## src/hdl/u8u16_pkg.sv

```systemverilog
// shared types and constants of the utf-8 to utf-16le transcoder
// no dependencies
package u8u16_pkg;

  localparam int unsigned COUNT_BITS = 20;
  localparam int unsigned TOTAL_W    = 20;
  localparam int unsigned FIFO_DEPTH = 4;
  localparam int unsigned PTR_W      = $clog2(FIFO_DEPTH);
  localparam int unsigned CNT_W      = $clog2(FIFO_DEPTH + 1);

  localparam logic [20:0] CP_SUPP_BASE = 21'h010000;
  localparam logic [20:0] CP_SURR_LO   = 21'h00d800;
  localparam logic [20:0] CP_SURR_HI   = 21'h00dfff;
  localparam logic [20:0] CP_MAX       = 21'h10ffff;
  localparam logic [20:0] CP_MIN_2     = 21'h000080;
  localparam logic [20:0] CP_MIN_3     = 21'h000800;
  localparam logic [5:0]  HI_SURR_TAG  = 6'b110110;
  localparam logic [5:0]  LO_SURR_TAG  = 6'b110111;

  localparam logic [2:0] SEQ_LEN_1 = 3'd1;
  localparam logic [2:0] SEQ_LEN_2 = 3'd2;
  localparam logic [2:0] SEQ_LEN_3 = 3'd3;
  localparam logic [2:0] SEQ_LEN_4 = 3'd4;

  typedef enum logic [1:0] {
    KIND_DATA2,
    KIND_DATA4,
    KIND_ERR,
    KIND_CLOSE_ERR
  } kind_e;

  typedef struct packed {
    kind_e       kind;
    logic        done;
    logic [15:0] unit0;
    logic [15:0] unit1;
  } entry_t;

endpackage

```

## src/hdl/u8u16_front.sv

```systemverilog
// front end: utf-8 decode, validity checks and sticky error state
// depends on u8u16_pkg; pushes one entry per byte that causes results
module u8u16_front import u8u16_pkg::*; (
  input  logic        clk_i,
  input  logic        rst_ni,
  input  logic        accept_i,
  input  logic [7:0]  in_byte_i,
  input  logic        final_byte_i,
  output logic        push_o,
  output entry_t      entry_o
);

  logic [20:0] accum_q, accum_d;
  logic [1:0]  pending_q, pending_d;
  logic [2:0]  seq_q, seq_d;
  logic        err_q, err_d;

  logic [20:0] accum_ext;
  logic [20:0] cp;
  logic [20:0] v;
  logic [2:0]  cp_seq;
  logic        have;
  logic        bad_dec;
  logic        bad;

  assign accum_ext = {accum_q[14:0], in_byte_i[5:0]};
  assign v         = cp - CP_SUPP_BASE;

  always_comb begin
    accum_d = accum_q;
    pending_d = pending_q;
    seq_d = seq_q;
    err_d = err_q;
    have = 1'b0;
    bad_dec = 1'b0;
    cp = accum_ext;
    cp_seq = seq_q;
    if (pending_q == 2'd0) begin
      if (in_byte_i[7] == 1'b0) begin
        cp = {13'd0, in_byte_i};
        cp_seq = SEQ_LEN_1;
        seq_d = SEQ_LEN_1;
        have = 1'b1;
      end else if (in_byte_i[7:5] == 3'b110) begin
        accum_d = {16'd0, in_byte_i[4:0]};
        seq_d = SEQ_LEN_2;
        pending_d = 2'd1;
      end else if (in_byte_i[7:4] == 4'b1110) begin
        accum_d = {17'd0, in_byte_i[3:0]};
        seq_d = SEQ_LEN_3;
        pending_d = 2'd2;
      end else if (in_byte_i[7:3] == 5'b11110) begin
        accum_d = {18'd0, in_byte_i[2:0]};
        seq_d = SEQ_LEN_4;
        pending_d = 2'd3;
      end else begin
        bad_dec = 1'b1;
      end
    end else if (in_byte_i[7:6] != 2'b10) begin
      bad_dec = 1'b1;
    end else begin
      accum_d = accum_ext;
      pending_d = pending_q - 2'd1;
      if (pending_q == 2'd1) begin
        have = 1'b1;
        accum_d = '0;
      end
    end

    bad = bad_dec;
    if (have) begin
      if (cp >= CP_SURR_LO && cp <= CP_SURR_HI) bad = 1'b1;
      if (cp_seq == SEQ_LEN_2 && cp < CP_MIN_2) bad = 1'b1;
      if (cp_seq == SEQ_LEN_3 && cp < CP_MIN_3) bad = 1'b1;
      if (cp_seq == SEQ_LEN_4 && cp < CP_SUPP_BASE) bad = 1'b1;
      if (cp > CP_MAX) bad = 1'b1;
    end
    if (final_byte_i && !have) bad = 1'b1;

    if (err_q) begin
      accum_d = accum_q;
      pending_d = pending_q;
      seq_d = seq_q;
    end else if (bad) begin
      err_d = 1'b1;
      pending_d = 2'd0;
      accum_d = '0;
    end

    if (final_byte_i) begin
      accum_d = '0;
      pending_d = 2'd0;
      seq_d = '0;
      err_d = 1'b0;
    end
  end

  always_comb begin
    entry_o.done = final_byte_i;
    entry_o.unit0 = cp[15:0];
    entry_o.unit1 = '0;
    entry_o.kind = KIND_DATA2;
    push_o = 1'b0;
    if (final_byte_i && (err_q || bad)) begin
      entry_o.kind = KIND_CLOSE_ERR;
      push_o = accept_i;
    end else if (!err_q && bad) begin
      entry_o.kind = KIND_ERR;
      push_o = accept_i;
    end else if (!err_q && have) begin
      push_o = accept_i;
      if (cp > 21'h00ffff) begin
        entry_o.kind = KIND_DATA4;
        entry_o.unit0 = {HI_SURR_TAG, v[19:10]};
        entry_o.unit1 = {LO_SURR_TAG, v[9:0]};
      end
    end
  end

  always_ff @(posedge clk_i or negedge rst_ni) begin
    if (!rst_ni) begin
      accum_q <= '0;
      pending_q <= '0;
      seq_q <= '0;
      err_q <= 1'b0;
    end else if (accept_i) begin
      accum_q <= accum_d;
      pending_q <= pending_d;
      seq_q <= seq_d;
      err_q <= err_d;
    end
  end

endmodule

```

## src/hdl/u8u16_fifo.sv

```systemverilog
// small entry queue between the decode front end and the byte emitter
// depends on u8u16_pkg
module u8u16_fifo import u8u16_pkg::*; (
  input  logic   clk_i,
  input  logic   rst_ni,
  input  logic   push_i,
  input  entry_t wdata_i,
  input  logic   pop_i,
  output entry_t rdata_o,
  output logic   empty_o,
  output logic   full_o
);

  entry_t            mem_q [FIFO_DEPTH];
  logic [PTR_W-1:0]  wr_q, rd_q;
  logic [CNT_W-1:0]  cnt_q;
  logic              do_pop;

  assign empty_o = (cnt_q == '0);
  assign full_o  = (cnt_q == CNT_W'(FIFO_DEPTH));
  assign rdata_o = mem_q[rd_q];
  assign do_pop  = pop_i && !empty_o;

  always_ff @(posedge clk_i) begin
    if (push_i) begin
      mem_q[wr_q] <= wdata_i;
    end
  end

  always_ff @(posedge clk_i or negedge rst_ni) begin
    if (!rst_ni) begin
      wr_q <= '0;
      rd_q <= '0;
      cnt_q <= '0;
    end else begin
      if (push_i) wr_q <= PTR_W'((32'(wr_q) + 1) % FIFO_DEPTH);
      if (do_pop) rd_q <= PTR_W'((32'(rd_q) + 1) % FIFO_DEPTH);
      if (push_i && !do_pop) cnt_q <= cnt_q + CNT_W'(1);
      else if (!push_i && do_pop) cnt_q <= cnt_q - CNT_W'(1);
    end
  end

endmodule

```

## src/hdl/u8u16_back.sv

```systemverilog
// back end: emits utf-16le bytes, error beats and the byte count
// depends on u8u16_pkg; takes entries from the queue
module u8u16_back import u8u16_pkg::*; (
  input  logic               clk_i,
  input  logic               rst_ni,
  input  entry_t             entry_i,
  input  logic               empty_i,
  output logic               pop_o,
  output logic               out_valid_o,
  input  logic               out_ready_i,
  output logic [7:0]         out_byte_o,
  output logic               run_last_o,
  output logic               string_done_o,
  output logic               malformed_o,
  output logic [TOTAL_W-1:0] total_bytes_o
);

  localparam logic [COUNT_BITS-1:0] COUNT_MAX = '1;

  entry_t                ent_q;
  logic                  vld_q;
  logic [1:0]            idx_q;
  logic [COUNT_BITS-1:0] cnt_q, cnt_d, cnt_inc;
  logic                  is_data;
  logic                  last_beat;
  logic                  fire;
  logic                  load;

  assign is_data = (ent_q.kind == KIND_DATA2) || (ent_q.kind == KIND_DATA4);
  assign cnt_inc = (cnt_q == COUNT_MAX) ? cnt_q : cnt_q + COUNT_BITS'(1);
  assign fire    = vld_q && out_ready_i;
  assign load    = !vld_q || (fire && last_beat);
  assign pop_o   = load && !empty_i;

  always_comb begin
    case (ent_q.kind)
      KIND_DATA2: last_beat = (idx_q == 2'd1);
      KIND_DATA4: last_beat = (idx_q == 2'd3);
      default:    last_beat = 1'b1;
    endcase
  end

  always_comb begin
    case (idx_q)
      2'd0:    out_byte_o = ent_q.unit0[7:0];
      2'd1:    out_byte_o = ent_q.unit0[15:8];
      2'd2:    out_byte_o = ent_q.unit1[7:0];
      default: out_byte_o = ent_q.unit1[15:8];
    endcase
    if (!is_data) out_byte_o = '0;
  end

  assign out_valid_o   = vld_q;
  assign run_last_o    = last_beat;
  assign string_done_o = last_beat && ent_q.done && (ent_q.kind != KIND_ERR);
  assign malformed_o   = !is_data;
  assign total_bytes_o = is_data ? TOTAL_W'(cnt_inc) : TOTAL_W'(cnt_q);

  always_comb begin
    cnt_d = cnt_q;
    if (fire) begin
      if (string_done_o) cnt_d = '0;
      else if (is_data) cnt_d = cnt_inc;
    end
  end

  always_ff @(posedge clk_i) begin
    if (pop_o) ent_q <= entry_i;
  end

  always_ff @(posedge clk_i or negedge rst_ni) begin
    if (!rst_ni) begin
      vld_q <= 1'b0;
      idx_q <= '0;
      cnt_q <= '0;
    end else begin
      cnt_q <= cnt_d;
      if (load) begin
        vld_q <= !empty_i;
        idx_q <= '0;
      end else if (fire) begin
        idx_q <= idx_q + 2'd1;
      end
    end
  end

endmodule

```

## src/hdl/utf8_to_utf16le_transcoder.sv

```systemverilog
// top level of the utf-8 to utf-16le transcoder
// depends on u8u16_pkg, u8u16_front, u8u16_fifo, u8u16_back
//
//  channel | signals                                   | dir | beat
//  --------+-------------------------------------------+-----+---------------------
//  in      | in_valid_i in_ready_o in_byte_i           | in  | one utf-8 byte
//          | final_byte_i                              |     |
//  out     | out_valid_o out_ready_i out_byte_o        | out | one utf-16le byte or
//          | run_last_o string_done_o malformed_o      |     | error/close report
//          | total_bytes_o                             |     |
//
//  one input byte per cycle if not full; a byte is decoded in the cycle it is taken
//  results leave the emitter one beat per cycle while out_ready_i is high
//  a four-entry queue decouples decode from emission; input stalls only when full
//  a code point of four output bytes holds the emitter until all four are taken
//  reset clears decode state, queue and byte count
module utf8_to_utf16le_transcoder import u8u16_pkg::*; (
  input  logic               clk_i,
  input  logic               rst_ni,
  input  logic               in_valid_i,
  output logic               in_ready_o,
  input  logic [7:0]         in_byte_i,
  input  logic               final_byte_i,
  output logic               out_valid_o,
  input  logic               out_ready_i,
  output logic [7:0]         out_byte_o,
  output logic               run_last_o,
  output logic               string_done_o,
  output logic               malformed_o,
  output logic [TOTAL_W-1:0] total_bytes_o
);

  logic   accept;
  logic   push;
  logic   pop;
  logic   empty;
  logic   full;
  entry_t wentry;
  entry_t rentry;

  assign in_ready_o = !full;
  assign accept     = in_valid_i && !full;

  u8u16_front u_front (
    .clk_i        (clk_i),
    .rst_ni       (rst_ni),
    .accept_i     (accept),
    .in_byte_i    (in_byte_i),
    .final_byte_i (final_byte_i),
    .push_o       (push),
    .entry_o      (wentry)
  );

  u8u16_fifo u_fifo (
    .clk_i   (clk_i),
    .rst_ni  (rst_ni),
    .push_i  (push),
    .wdata_i (wentry),
    .pop_i   (pop),
    .rdata_o (rentry),
    .empty_o (empty),
    .full_o  (full)
  );

  u8u16_back u_back (
    .clk_i         (clk_i),
    .rst_ni        (rst_ni),
    .entry_i       (rentry),
    .empty_i       (empty),
    .pop_o         (pop),
    .out_valid_o   (out_valid_o),
    .out_ready_i   (out_ready_i),
    .out_byte_o    (out_byte_o),
    .run_last_o    (run_last_o),
    .string_done_o (string_done_o),
    .malformed_o   (malformed_o),
    .total_bytes_o (total_bytes_o)
  );

endmodule

```

## config.mk

```make
export PLATFORM = sky130hd
export DESIGN_NAME = utf8_to_utf16le_transcoder
export DESIGN_NICKNAME = d
export VERILOG_FILES = /design/src/hdl/u8u16_pkg.sv /design/src/hdl/u8u16_front.sv /design/src/hdl/u8u16_fifo.sv /design/src/hdl/u8u16_back.sv /design/src/hdl/utf8_to_utf16le_transcoder.sv
export SDC_FILE = /design/constraint.sdc
export NUM_CORES = 1
export LEC_CHECK = 0
export ABC_AREA = 0
export ABC_CLOCK_PERIOD_IN_PS = 6850
export BUFFER_PORTS_ARGS = -buffer_cell sky130_fd_sc_hd__buf_4
export CELL_PAD_IN_SITES_DETAIL_PLACEMENT = 2
export CELL_PAD_IN_SITES_GLOBAL_PLACEMENT = 2
export CORE_MARGIN = 2
export CORE_UTILIZATION = 48
export CTS_CLUSTER_DIAMETER = 30
export DETAILED_ROUTE_END_ITERATION = 8
export GPL_TIMING_DRIVEN = 1
export PLACE_DENSITY_LB_ADDON = 0.08
export REMOVE_ABC_BUFFERS = 1
export SLEW_MARGIN = 40
export SYNTH_ARGS = -nofsm -noshare
export SYNTH_HDL_FRONTEND = slang
export SYNTH_SLANG_ARGS = --single-unit
```

## constraint.sdc

```tcl
create_clock -name clk_i -period 6.85 [get_ports clk_i]
set_input_delay 0.685 -clock clk_i [delete_from_list [all_inputs] [get_ports clk_i]]
set_output_delay 0.685 -clock clk_i [all_outputs]
set_load 0.03 [all_outputs]
```

* Yosys cells after proc, flatten, opt, wreduce, memory -nomap -nowiden *
Memory sizes are Yosys's and may differ from the RTL's. A register that Yosys moved wholly into a read port is not among the register bits.
Index checks and enable logic that the tools add are counted.
Widths: inputs -> output; s select.

storage, ports and cells
  flip-flop bits (word level) = 51
  bits in writable memories = 140
  logic and storage cells = 156
  memories kept = 1

cells by class
  add/sub/neg operators = 8
  order comparisons = 7
  eq/ne operators = 20
  multiplexer cells = 73
  reduce and logical (&&, ||, !) cells = 37

memories
  name          depth  width  rd ports  clocked after memory_dff  wr ports  RTL line          source
  u_fifo.mem_q  4      35     1         1                         1         u8u16_fifo.sv:14  entry_t mem_q [FIFO_DEPTH];

operator list
  operator                count
  $mux 15                 10
  $mux 32                 4
  $mux 20                 3
  $mux 21                 2
  $mux 3                  11
  $mux 2                  14
  $mux 1                  26
  $pmux 8 s3              1
  $ge 21x16->1 const B    1
  $gt 21x16->1 const B    1
  $gt 21x21->1 const B    1
  $le 21x16->1 const B    1
  $lt 21x12->1 const B    1
  $lt 21x17->1 const B    1
  $lt 21x8->1 const B     1
  $add 20x1->20 const B   1
  $eq 20x20->1 const B    1
  $sub 20x17->20 const B  1
  $logic_and 1x1->1       17
  $eq 3x3->1 const B      3
  $logic_not 1->1         8
  $mux 8                  1
  $add 2x1->2 const B     3
  $eq 2x1->1 const B      3
  19 further kinds        29

* Logic depth before layout (Yosys ltp) *
Gate-level depths: netlist of the first run.

  word-level depth = 20
  mapped depth = 14
  depth with buffers taken out = 13

* Cells and area by module *
From an unflattened synthesis of the first run, not the netlist that was laid out.

unflattened totals
  cells, all modules = 727
  area total of the unflattened synthesis = 10341.2 um^2

modules (own cells, without submodules)
  module                      times used  cells each  area each (um^2)  seq. area each (um^2)
  u8u16_fifo                  1           218         5506.5            4379.2
  u8u16_back                  1           299         3139.3            1626.6
  u8u16_front                 1           208         1685.4            525.5
  utf8_to_utf16le_transcoder  1           2           10.0              0.0

* Least setup slack after synthesis of the first run *
OpenSTA, ideal clock, no wires.

  kind = register to register
  from = register u_back.idx_q[1]
  to = register u_fifo.cnt_q[1]
  data arrival time = 4.201 ns
  data required time = 6.725 ns
  slack = 2.524 ns
  stages on the path, launching flop included = 13
  buffers on the path = 1
  period minus slack after synthesis = 4.326 ns
  cell sequence = dfrtp_1 -> inv_1 -> ha_1 -> clkbuf_1 -> nor2b_1 -> a211o_1 -> nand2_1 -> a21oi_1 -> inv_1 -> ha_1 -> inv_1 -> fa_1 -> mux2_2

on the way
  longest elaborated chain between the ends = 9

ends and longest elaborated chain
  element                                      RTL line                            source
  from (decl)                                  u8u16_back.sv:22                    logic [1:0] idx_q;
  from (signal assigned)                       u8u16_back.sv:82                    idx_q <= idx_q + 2'd1;
  $eq 2x2->1 or $eq 2x1->1 (tied branches)     u8u16_back.sv:38, u8u16_back.sv:37
  $pmux 1 s2 *                                 u8u16_back.sv:36                    case (ent_q.kind)
  net run_last_o                               utf8_to_utf16le_transcoder.sv:27    output logic run_last_o,
  $logic_and 1x1->1 *                          u8u16_back.sv:32                    assign load = !vld_q || (fire && last_beat);
  $logic_or 1x1->1 *                           u8u16_back.sv:32
  $logic_and 1x1->1 *                          u8u16_back.sv:33                    assign pop_o = load && !empty_i;
  net pop                                      utf8_to_utf16le_transcoder.sv:35    logic pop;
  $logic_and 1x1->1 *                          u8u16_fifo.sv:22                    assign do_pop = pop_i && !empty_o;
  $logic_not 1->1                              u8u16_fifo.sv:38                    if (push_i && !do_pop) cnt_q <= cnt_q + CNT_W'(1);
  $logic_and 1x1->1                            u8u16_fifo.sv:38
  $mux 3 or $reduce_bool 2->1 (tied branches)  -
  to (signal assigned)                         u8u16_fifo.sv:38
  to (signal assigned)                         u8u16_fifo.sv:39                    else if (!push_i && do_pop) cnt_q <= cnt_q - CNT_W'(1);
  to (decl)                                    u8u16_fifo.sv:16                    logic [CNT_W-1:0] cnt_q;

Mark *: on every way through the listed nets, which the timed path passes. The rest lies on a longest branch.
A chain may end at the register's enable or synchronous reset.

* Worst setup path after layout of the first run *
  from = register u_back.idx_q[1]
  to = output string_done_o

on the way
  longest elaborated chain between the ends = 4

ends and longest elaborated chain
  element                                   RTL line                            source
  $eq 2x2->1 or $eq 2x1->1 (tied branches)  u8u16_back.sv:38, u8u16_back.sv:37
  $pmux 1 s2 *                              u8u16_back.sv:36
  $logic_and 1x1->1 * (2 in a row)          u8u16_back.sv:55                    assign string_done_o = last_beat && ent_q.done && (ent_q.kind != KIND_ERR);
  to (decl)                                 utf8_to_utf16le_transcoder.sv:28    output logic string_done_o,

Mark *: on every way between the ends. The rest lies on a longest branch, timed or not.

==> out/results.txt, run 1 <==
Gate power share - 0.262
DRT Pass-1 Iters - 5
clock latency on the worst-skew pair - 0.54 ns
Cell Count, Final, Fillers Out - 967
DR vias - 6,517
Max Cap Viol - 0
chip height - 141 µm
slew at the pin closest to its max-slew limit - 0.793 ns
Post-Syn Instances - 630
Yosys cell types - 65
r2r startpoint - u_front.pending_q[1]
worst reg2reg path depth - 9
fraction of layout cells with a size suffix above 1 - 0.251
family with the most delay on the worst path - buffers and inverters
critical path capture point type - output port
top cell type's share of synthesized area - 0.501
Die W - 141 µm
most common cell after layout, fill and taps aside - edfxtp_1
CTS H-Tree Depth - 2
DR DRC count - 0
endpoints failing setup - 0
placed insts - 883
Slew Limit Fails - 0
Root Driver - clkbuf_16
Top FF cell, synth - edfxtp_1
CTS buffer count - 45
Pleak - 0.00411 µW
CP startpoint kind - flop
IO Pins - 46
clock sink count - 201
GPL Wtd Cong - 0.833
Synth Register Bits - 201
Worst Hold Class - in -> async
initial antenna violation count - 1
Placed Area - 9550 µm²
Starting Density - 0.485
Post-Syn Area - 8990 µm²
buffers and inverters on the worst path - 3
Hold WS - 0.186 ns
post-cts sizing count - 0
clock-pin slew on the worst setup and hold paths - 0.06 ns
largest stage delay on the critical path - 0.62 ns
# Post-CTS Setup Buffers - 0
vias per cell - 6.74
area of the multi-input gates - 3010 µm²
Fill cells - 1,600
Fmax achieved - 236 MHz
peak supply drop - 276 µV
switching power - 2070 µW
Hold-fix buffers, CTS - 0
outcome - completed
GR Overflow Total - 0
DRT iter0 DRCs - 650
Final Cycle Share - 0.618
fraction of registers with async set/reset - 0.254
Crit path top cell by count - inv_1
register share of total power - 0.350
unrepaired setup endpoints after global routing - no
reg2reg end - u_fifo.mem_q[1][25]
Area growth, synth to finish - 23.3%
Seq/Total Area, Yosys - 0.643
pwr/cell area - 518 nW/µm²
Area contributors post-synth - edfxtp_1 (50%), dfrtp_1 (14%), mux4_2 (7.5%), a21oi_1 (1.8%), ha_1 (1.8%)
mean area per synthesized cell - 14.3 µm²
reg-to-reg slack, setup - 2.67 ns
dpl hpwl - 18.1 mm
Pint - 3670 µW
vias in the first global route - 7,122
row count - 50
drt total wl - 35.4 mm
Antenna Nets Post-Route - 0
Synth Warn # - 0
Design Area, Final - 11,100 µm²
worst path cell trace - inv_1 > ha_1 > nor2b_1 > a211o_1 > nand3_1 > inv_1 > buf_4
antenna diode count - 0
Port Buf Inserts - 45
Setup CP Type - reg -> out
Net Sw Frac - 0.360
Critical Path RT - 6.16 ns
area occupied by registers - 5790 µm²
arrival time worst endpoint - 3.55 ns
first-pass GRT wire length - 51.7 mm
commonest non-fill, non-tap cells in the layout - edfxtp_1 (150), buf_4 (53), dfrtp_1 (49), clkbuf_16 (47), nand2_1 (42)
wire per inst - 36.6 µm
Max Buffers Root-to-Sink - 3
Post-synth EDFFs - 150
Die Area - 19,800 µm²
Hold Violations, Final - 0
Tot GR Track Use - 0.365
worst-path fanout max - 12
worst clock skew - 0.0279 ns
TNS Setup - 0 ns
crit path time final - 4.23 ns
slowest CP cell - inv_1
clock share of power - 0.387
relative slew slack - 0.467
CTS tree - done
area leader, netlist - edfxtp_1
Core Box Area - 18,500 µm²
largest net degree at the start of global routing - 52
nets - 723
==> flip-flops by register name, indices dropped and copies added, names as in the netlist <==
name,flops
u_fifo.rd_q,2
u_front.err_q,1
u_front.seq_q,3
u_fifo.cnt_q,3
u_fifo.wr_q,2
u_back.cnt_q,20
u_back.idx_q,2
u_front.accum_q,15
u_front.pending_q,2
u_back.ent_q,30
u_fifo.mem_q,120
u_back.out_valid_o,1
==> synth_stat cells (4+ instances only) <==
cell      instances
a21oi_1          33
a22oi_1           6
a31oi_1           4
a32o_1           14
and2_1           20
buf_1             4
clkbuf_1         23
dfrtp_1          51
edfxtp_1        150
ha_1             13
inv_1            19
mux2_2            8
mux2i_1           8
mux4_2           30
nand2_1          42
nand3_1          25
nand4_1          10
nor2_1           29
nor2b_1           6
nor3_1           11
nor4_1            7
o21ai_0          17
o31ai_1           7
or3_1             5
xnor2_1          16
xor2_1            6
==> layout make-up <==
| class | instances | area share |
|---|---|---|
| Clock inverter | 31 | 0.0294 |
| Sequential cell | 201 | 0.522 |
| Multi-Input combinational cell | 376 | 0.271 |
| Clock buffer | 53 | 0.108 |
| Inverter | 19 | 0.00644 |
| Timing Repair Buffer | 53 | 0.0359 |
| Tap cell | 234 | 0.0264 |
==> logic make-up (layout without fill, tap and decap cells) <==
kind of cell	Yosys count	count (layout)	synth area share
xor+xnor	22	22	0.0214
simple gates	181	181	0.108
fa+ha+maj	14	14	0.0203
buf+inv	53	156	0.0255
compound gates	111	111	0.0846
mux	48	48	0.0966
flops	201	201	0.643
==> through the flow <==
| stage | util | power [µW] | setup WS (ns) |
|---|---|---|---|
| 5_1_grt | 0.598 | 5900 | 2.49 |
| 4_1_cts | 0.598 | 5750 | 2.68 |
| 3_3_place_gp | 0.515 | 3200 | 3.13 |
| 6_report | 0.598 | 5740 | 2.62 |
| 3_5_place_dp | 0.515 | 3360 | 2.88 |
| 2_1_floorplan | - | 2750 | 2.62 |
==> worst max path at each step <==
| stage | from | to | slack [ns] | cells after the start |
|---|---|---|---|---|
| 2_1_floorplan | u_back.idx_q[1] | u_fifo.cnt_q[1] | 2.62 | 11 |
| 4_1_cts | u_back.idx_q[1] | string_done_o | 2.68 | 7 |
| 3_3_place_gp | in_byte_i[7] | u_fifo.mem_q[0][18] | 3.13 | 10 |
| 6_report | u_back.idx_q[1] | string_done_o | 2.62 | 7 |
| 3_5_place_dp | in_byte_i[7] | u_fifo.mem_q[0][25] | 2.88 | 10 |
| 5_1_grt | u_back.cnt_q[11] | total_bytes_o[17] | 2.49 | 6 |
==> power by group through the flow <==
stage | Combinational, µW | Clock, µW | Sequential, µW
after CTS | 1510 | 2240 | 2000
after global routing | 1580 | 2290 | 2030
after floorplan | 851 | 0 | 1900
after global placement | 1280 | 0 | 1920
final | 1510 | 2220 | 2010
after detailed placement | 1380 | 0 | 1980
==> layer usage <==
layer / vias up / track usage / wire (µm)
met4: 0 / 0.168 / 1850
met3: 100 / 0.0601 / 2190
met1: 3430 / 0.455 / 13300
met2: 396 / 0.628 / 18100
li1: 2591 / - / -
met5: - / 0 / 0
No activity file was read; power rests on OpenSTA's default activity.
==> run 2: changes to the inputs <==
--- a/config.mk
+++ b/config.mk
@@ -6,12 +6,12 @@
 export NUM_CORES = 1
 export LEC_CHECK = 0
 export ABC_AREA = 0
-export ABC_CLOCK_PERIOD_IN_PS = 6850
+export ABC_CLOCK_PERIOD_IN_PS = 4120
 export BUFFER_PORTS_ARGS = -buffer_cell sky130_fd_sc_hd__buf_4
 export CELL_PAD_IN_SITES_DETAIL_PLACEMENT = 2
 export CELL_PAD_IN_SITES_GLOBAL_PLACEMENT = 2
 export CORE_MARGIN = 2
-export CORE_UTILIZATION = 48
+export CORE_UTILIZATION = 44
 export CTS_CLUSTER_DIAMETER = 30
 export DETAILED_ROUTE_END_ITERATION = 8
 export GPL_TIMING_DRIVEN = 1
==> constraint.sdc (replaced) <==
create_clock -name clk_i -period 4.12 [get_ports clk_i]
set_input_delay 0.412 -clock clk_i [delete_from_list [all_inputs] [get_ports clk_i]]
set_output_delay 0.412 -clock clk_i [all_outputs]
set_load 0.03 [all_outputs]
==> run 2 against run 1 <==
Compared with the run above: combinational power grew 50%; via count is 8.5% lower; cell count up 4.3%; sequential share of layout area shrank 0.62 points; non-clock buffer count up 3; die area rose by 8.8%; power rose by 61%; largest cell class unchanged.
==> out/results.txt, run 2 (same netlist as run 1, synthesis figures left out) <==
Worst Hold Class - in -> reg
area of the multi-input gates - 3010 µm² (about the same)
row count - 52 (+4.0%)
clock latency on the worst-skew pair - 0.52 ns (-0.02 ns)
Die Area - 21,600 µm² (+8.8%)
commonest non-fill, non-tap cells in the layout - edfxtp_1 (150), buf_4 (55), clkbuf_16 (49), dfrtp_1 (49), nand2_1 (42)
Setup CP Type - reg -> out
Starting Density - 0.446 (-0.0397)
register bank with the most flops - u_fifo.mem_q
crit path time final - 3.79 ns
Cell Count, Final, Fillers Out - 1,009 (+4.3%)
Crit path top cell by count - inv_1
Fill cells - 1,817 (+14%)
DR DRC count - 0 (unchanged)
Placed Area - 9600 µm² (+0.55%)
largest stage delay on the critical path - 0.60 ns (-0.02 ns)
Pleak - 0.00416 µW (+1.3%)
endpoints failing setup - 0 (unchanged)
family with the most delay on the worst path - buffers and inverters
worst clock skew - 0.0143 ns (-0.0136 ns)
Root Driver - clkbuf_16
Design Area, Final - 11,200 µm² (+1.2%)
outcome - completed
peak supply drop - 478 µV (+73%)
clock-pin slew on the worst setup and hold paths - 0.04 ns (-0.02 ns)
Antenna Nets Post-Route - 0 (unchanged)
area occupied by registers - 5790 µm² (unchanged)
Fmax achieved - 264 MHz
Area growth, synth to finish - 24.8%
drt total wl - 28.2 mm (-20%)
IO Pins - 46 (unchanged)
Max Cap Viol - 0 (unchanged)
initial antenna violation count - 0 (-1)
GR Overflow Total - 0 (unchanged)
Max Buffers Root-to-Sink - 3 (unchanged)
most common cell after layout, fill and taps aside - edfxtp_1
CP startpoint kind - flop
Port Buf Inserts - 45 (unchanged)
Final Cycle Share - 0.920
arrival time worst endpoint - 3.38 ns (-0.17 ns)
Slew Limit Fails - 0 (unchanged)
first-pass GRT wire length - 43.2 mm (-16%)
biggest regs - u_fifo.mem_q (120), u_back.ent_q (30), u_back.cnt_q (20)
CTS tree - done
worst-path fanout max - 12 (unchanged)
post-cts sizing count - 0 (unchanged)
Hold Violations, Final - 0 (unchanged)
# Post-CTS Setup Buffers - 0 (unchanged)
CTS buffer count - 47 (+4.4%)
total power draw - 9270 µW (+61%)
fraction of layout cells with a size suffix above 1 - 0.253 (+0.00202)
nets - 728 (+0.69%)
dpl hpwl - 17.2 mm (-4.5%)
worst setup margin - 0.328 ns (-2.29 ns)
DRT Pass-1 Iters - 4 (-1)
pwr/cell area - 827 nW/µm² (+59%)
placed insts - 921 (+4.3%)
chip height - 147 µm (+4.3%)
GPL Wtd Cong - 0.814 (-2.4%)
Core Box Area - 20,200 µm² (+8.9%)
buffers and inverters on the worst path - 3 (unchanged)
pre-CTS setup slack - 0.504 ns (-2.37 ns)
Final Core Density - 0.556 (-0.0424)
DRT iter0 DRCs - 292 (-55%)
wire per inst - 28.0 µm (-23%)
Tot GR Track Use - 0.268 (-0.0970)
CTS H-Tree Depth - 2 (unchanged)
vias per cell - 5.91 (-12%)
clock sink count - 201 (unchanged)
DR vias - 5,966 (-8.5%)
slowest CP cell - inv_1
slew at the pin closest to its max-slew limit - 0.798 ns (+0.00485 ns)
critical path capture point type - output port
relative slew slack - 0.463 (-0.00407)
Critical Path RT - 3.71 ns (-2.45 ns)
Die W - 147 µm (+4.3%)
largest net degree at the start of global routing - 52 (unchanged)
unrepaired setup endpoints after global routing - no
antenna diode count - 0 (unchanged)
vias in the first global route - 6,795 (-4.6%)
worst path cell trace - inv_1 > ha_1 > nor2b_1 > a211o_1 > nand3_1 > inv_1 > buf_4
max reg flops - 120 (unchanged)
[run 2: changes by cell type in the layout (fill, tap and decap cells not counted), sizes merged]
cell / before / now
clkbuf: 53 / 57
buf: 53 / 55
clkinv: 17 / 18
clkinvlp: 4 / 3
dlygate4sd3: 0 / 1
inv: 24 / 23
[run 2: worst reg2reg max path: cells and delay by family, from the launching register on]
kind	cells	cell delay (ns)
muxes	1	0.47
buffers and inverters	1	0.10
adders and majority gates	1	0.18
and+or+nand+nor	7	2.13
DFF	1	0.52
[run 2: report_power, final]
group	total, µW	internal, µW	switching, µW
clock	3700	2540	1170
sequential	3300	2820	480
combinational	2270	876	1390
[run 2: area by class of cell]
class                           count  share of cell area
Sequential cell                   201               0.516
Clock buffer                       57               0.116
Clock inverter                     30              0.0262
Tap cell                          270              0.0301
Inverter                           19             0.00636
Timing Repair Buffer               56              0.0377
Multi-Input combinational cell    376               0.268
[run 2: final timing paths]
check	endpoint	slack [ns]	from	cells past startpoint
worst max register to register	u_fifo.mem_q[3][19]	0.45	u_front.pending_q[0]	10
worst max-delay path	string_done_o	0.33	u_back.idx_q[1]	7
worst min-delay path	u_front.accum_q[0]	0.20	in_byte_i[0]	2
min in group asynchronous	u_back.cnt_q[4]	0.58	rst_ni	2
worst min register to register	u_fifo.cnt_q[2]	0.52	u_fifo.cnt_q[2]	1
max in group asynchronous	u_fifo.rd_q[1]	2.98	rst_ni	2
[run 2: timing repair]
action	CTS	global route
setup endpoints to repair	0	0
endpoints found under the hold margin	44	0
hold buffers	1	0
[run 2: per-layer routing]
metal,part of all wire,up-vias,global-route usage
li1,-,2604,-
met1,0.41,3184,0.333
met2,0.54,137,0.490
met3,0.036,41,0.0450
met4,0.017,0,0.0668
met5,0,-,0
[run 2: per-stage QoR]
| step | TNS [ns] | hold WS, ns |
|---|---|---|
| 4_1_cts | 0 | 0.174 |
| 2_1_floorplan | -0.108 | 0.116 |
| 3_5_place_dp | 0 | 0.516 |
| 5_1_grt | 0 | 0.191 |
| 3_3_place_gp | 0 | 0.501 |
| 6_report | 0 | 0.196 |
==> run 3: changes to the inputs <==
--- a/config.mk
+++ b/config.mk
@@ -6,7 +6,7 @@
 export NUM_CORES = 1
 export LEC_CHECK = 0
 export ABC_AREA = 0
-export ABC_CLOCK_PERIOD_IN_PS = 4120
+export ABC_CLOCK_PERIOD_IN_PS = 3600
 export BUFFER_PORTS_ARGS = -buffer_cell sky130_fd_sc_hd__buf_4
 export CELL_PAD_IN_SITES_DETAIL_PLACEMENT = 2
 export CELL_PAD_IN_SITES_GLOBAL_PLACEMENT = 2
==> constraint.sdc (replaced) <==
create_clock -name clk_i -period 3.6 [get_ports clk_i]
set_input_delay 0 -clock clk_i [delete_from_list [all_inputs] [get_ports clk_i]]
set_output_delay 0 -clock clk_i [all_outputs]
set_load 0.03 [all_outputs]
==> run 3 against run 2 <==
Compared with the run above: critical path depth increased by 2; global-route usage rose by 0.63 points; count of clock-buffer cells in the layout fell by 3; first-iteration DRC count is 45% higher; wire length rose by 3.4%; sequential power increased by 13%; die area stayed put; sequential cell count unchanged; hold slack got worse by 0.14 ns; sequential share of layout area down 0.89 points; critical path type is now reg -> reg; largest cell class unchanged.
==> out/results.txt, run 3 (same netlist as run 1, synthesis figures left out) <==
outcome - completed
fraction of layout cells with a size suffix above 1 - 0.256 (+0.00323)
worst-path fanout max - 16 (+4)
vias in the first global route - 7,085 (+4.3%)
arrival time worst endpoint - 3.77 ns (+0.39 ns)
peak supply drop - 531 µV (+11%)
antenna diode count - 0 (unchanged)
Worst Hold Class - in -> async
area occupied by registers - 5790 µm² (unchanged)
slowest CP cell - or3b_2
CP startpoint kind - flop
slew at the pin closest to its max-slew limit - 0.850 ns (+0.0518 ns)
worst clock skew - 0.0290 ns (+0.0147 ns)
Fmax achieved - 282 MHz
Critical Path RT - 3.83 ns (+0.12 ns)
clock-pin slew on the worst setup and hold paths - 0.05 ns (about the same)
initial antenna violation count - 0 (unchanged)
Design Area, Final - 11,400 µm² (+1.8%)
Fill cells - 1,809 (-0.44%)
worst setup margin - 0.0563 ns (-0.271 ns)
family with the most delay on the worst path - simple AND/OR/NAND/NOR gates
largest stage delay on the critical path - 0.51 ns (-0.09 ns)
pwr/cell area - 952 nW/µm² (+15%)
total power draw - 10,900 µW (+17%)
biggest regs - u_fifo.mem_q (120), u_back.ent_q (30), u_back.cnt_q (20)
Area growth, synth to finish - 27.0%
endpoints failing setup - 0 (unchanged)
Starting Density - 0.446 (unchanged)
clock sink count - 201 (unchanged)
critical path capture point type - flop
vias per cell - 6.03 (+1.9%)
Setup CP Type - reg -> reg
Port Buf Inserts - 45 (unchanged)
most common cell after layout, fill and taps aside - edfxtp_1
# Post-CTS Setup Buffers - 0 (unchanged)
DRT Pass-1 Iters - 5 (+1)
wire per inst - 28.4 µm (+1.6%)
Max Cap Viol - 0 (unchanged)
row count - 52 (unchanged)
Worst Setup SP - u_front.pending_q[1]
Root Driver - clkbuf_16
Die W - 147 µm (unchanged)
worst path cell trace - or3_4 > and2_1 > inv_1 > ha_1 > or3b_2 > nor4_4 > a211o_1 > and4_4 > mux2_1
Cell Count, Final, Fillers Out - 1,027 (+1.8%)
Hold WS - 0.0549 ns (-0.141 ns)
placed insts - 929 (+0.87%)
GR Overflow Total - 0 (unchanged)
pre-CTS setup slack - 0.169 ns (-0.335 ns)
drt total wl - 29.2 mm (+3.4%)
register bank with the most flops - u_fifo.mem_q
CTS H-Tree Depth - 2 (unchanged)
Hold Violations, Final - 0 (unchanged)
clock latency on the worst-skew pair - 0.54 ns (+0.02 ns)
Tot GR Track Use - 0.274 (+0.00626)
Placed Area - 9650 µm² (+0.59%)
Pleak - 0.00426 µW (+2.3%)
Die Area - 21,600 µm² (unchanged)
largest net degree at the start of global routing - 52 (unchanged)
DRT iter0 DRCs - 422 (+45%)
commonest non-fill, non-tap cells in the layout - edfxtp_1 (150), buf_4 (63), dfrtp_1 (49), clkbuf_16 (47), nand2_1 (42)
max reg flops - 120 (unchanged)
crit path time final - 3.54 ns
CTS buffer count - 46 (-2.1%)
relative slew slack - 0.434 (-0.0296)
area of the multi-input gates - 3010 µm² (+0.13%)
Slew Limit Fails - 0 (unchanged)
buffers and inverters on the worst path - 1 (-2)
reg-to-reg slack, setup - 0.06 ns (-0.39 ns)
first-pass GRT wire length - 44.3 mm (+2.7%)
DR DRC count - 0 (unchanged)
DR vias - 6,188 (+3.7%)
r2r startpoint - u_front.pending_q[1]
dpl hpwl - 16.7 mm (-3.1%)
CTS tree - done
nets - 746 (+2.5%)
unrepaired setup endpoints after global routing - yes
Final Cycle Share - 0.984
Max Buffers Root-to-Sink - 3 (unchanged)
GPL Wtd Cong - 0.810 (-0.49%)
IO Pins - 46 (unchanged)
Antenna Nets Post-Route - 0 (unchanged)
Core Box Area - 20,200 µm² (unchanged)
chip height - 147 µm (unchanged)
-- run 3: worst paths after layout --
path,endpoint,cells past startpoint
worst max-delay path,u_fifo.mem_q[2][21],9
worst min-delay path,u_back.cnt_q[2],2
worst max register to register,u_fifo.mem_q[2][21],9
worst min register to register,u_fifo.cnt_q[2],1
max in group asynchronous,u_fifo.rd_q[1],2
min in group clk_i,u_front.seq_q[2],3
-- run 3: final cells by class --
class / instances / share of cell area
clock buffers: 54 / 0.106
repair buffers: 74 / 0.0511
multi-input cells: 377 / 0.264
clock inverters: 32 / 0.0360
inverters: 19 / 0.00625
well taps: 270 / 0.0296
flip-flops and latches: 201 / 0.507
-- run 3: through the flow --
stage                util  TNS [ns]
floorplan               -     -1.24
global placement    0.479         0
detailed placement  0.479         0
CTS                 0.565         0
global route        0.566   -0.0479
finish              0.566         0
-- run 3: where the power goes --
group | switching, µW | internal (µW)
clock | 1400 | 3000
sequential | 512 | 3230
combinational | 1680 | 1040
-- run 3: repair_timing --
action                                  CTS  global route
resized for setup                         0             1
hold buffers                             11             0
hold endpoints to repair                111             0
endpoints found under the setup margin    0            48
-- run 3: worst register-to-register path, stage by stage (launching register included) --
cell     delay, ns
dfrtp_1       0.38
or3_4         0.47
and2_1        0.24
inv_1         0.11
ha_1          0.17
or3b_2        0.51
nor4_4        0.19
a211o_1       0.26
and4_4        0.47
mux2_1        0.47
-- run 3: per-layer routing --
layer | vias to the layer above | track usage | wire [µm]
met5 | - | 0 | 0
met4 | 0 | 0.101 | 790
met3 | 56 | 0.0534 | 1310
met2 | 195 | 0.483 | 15300
met1 | 3295 | 0.338 | 11900
li1 | 2642 | - | -
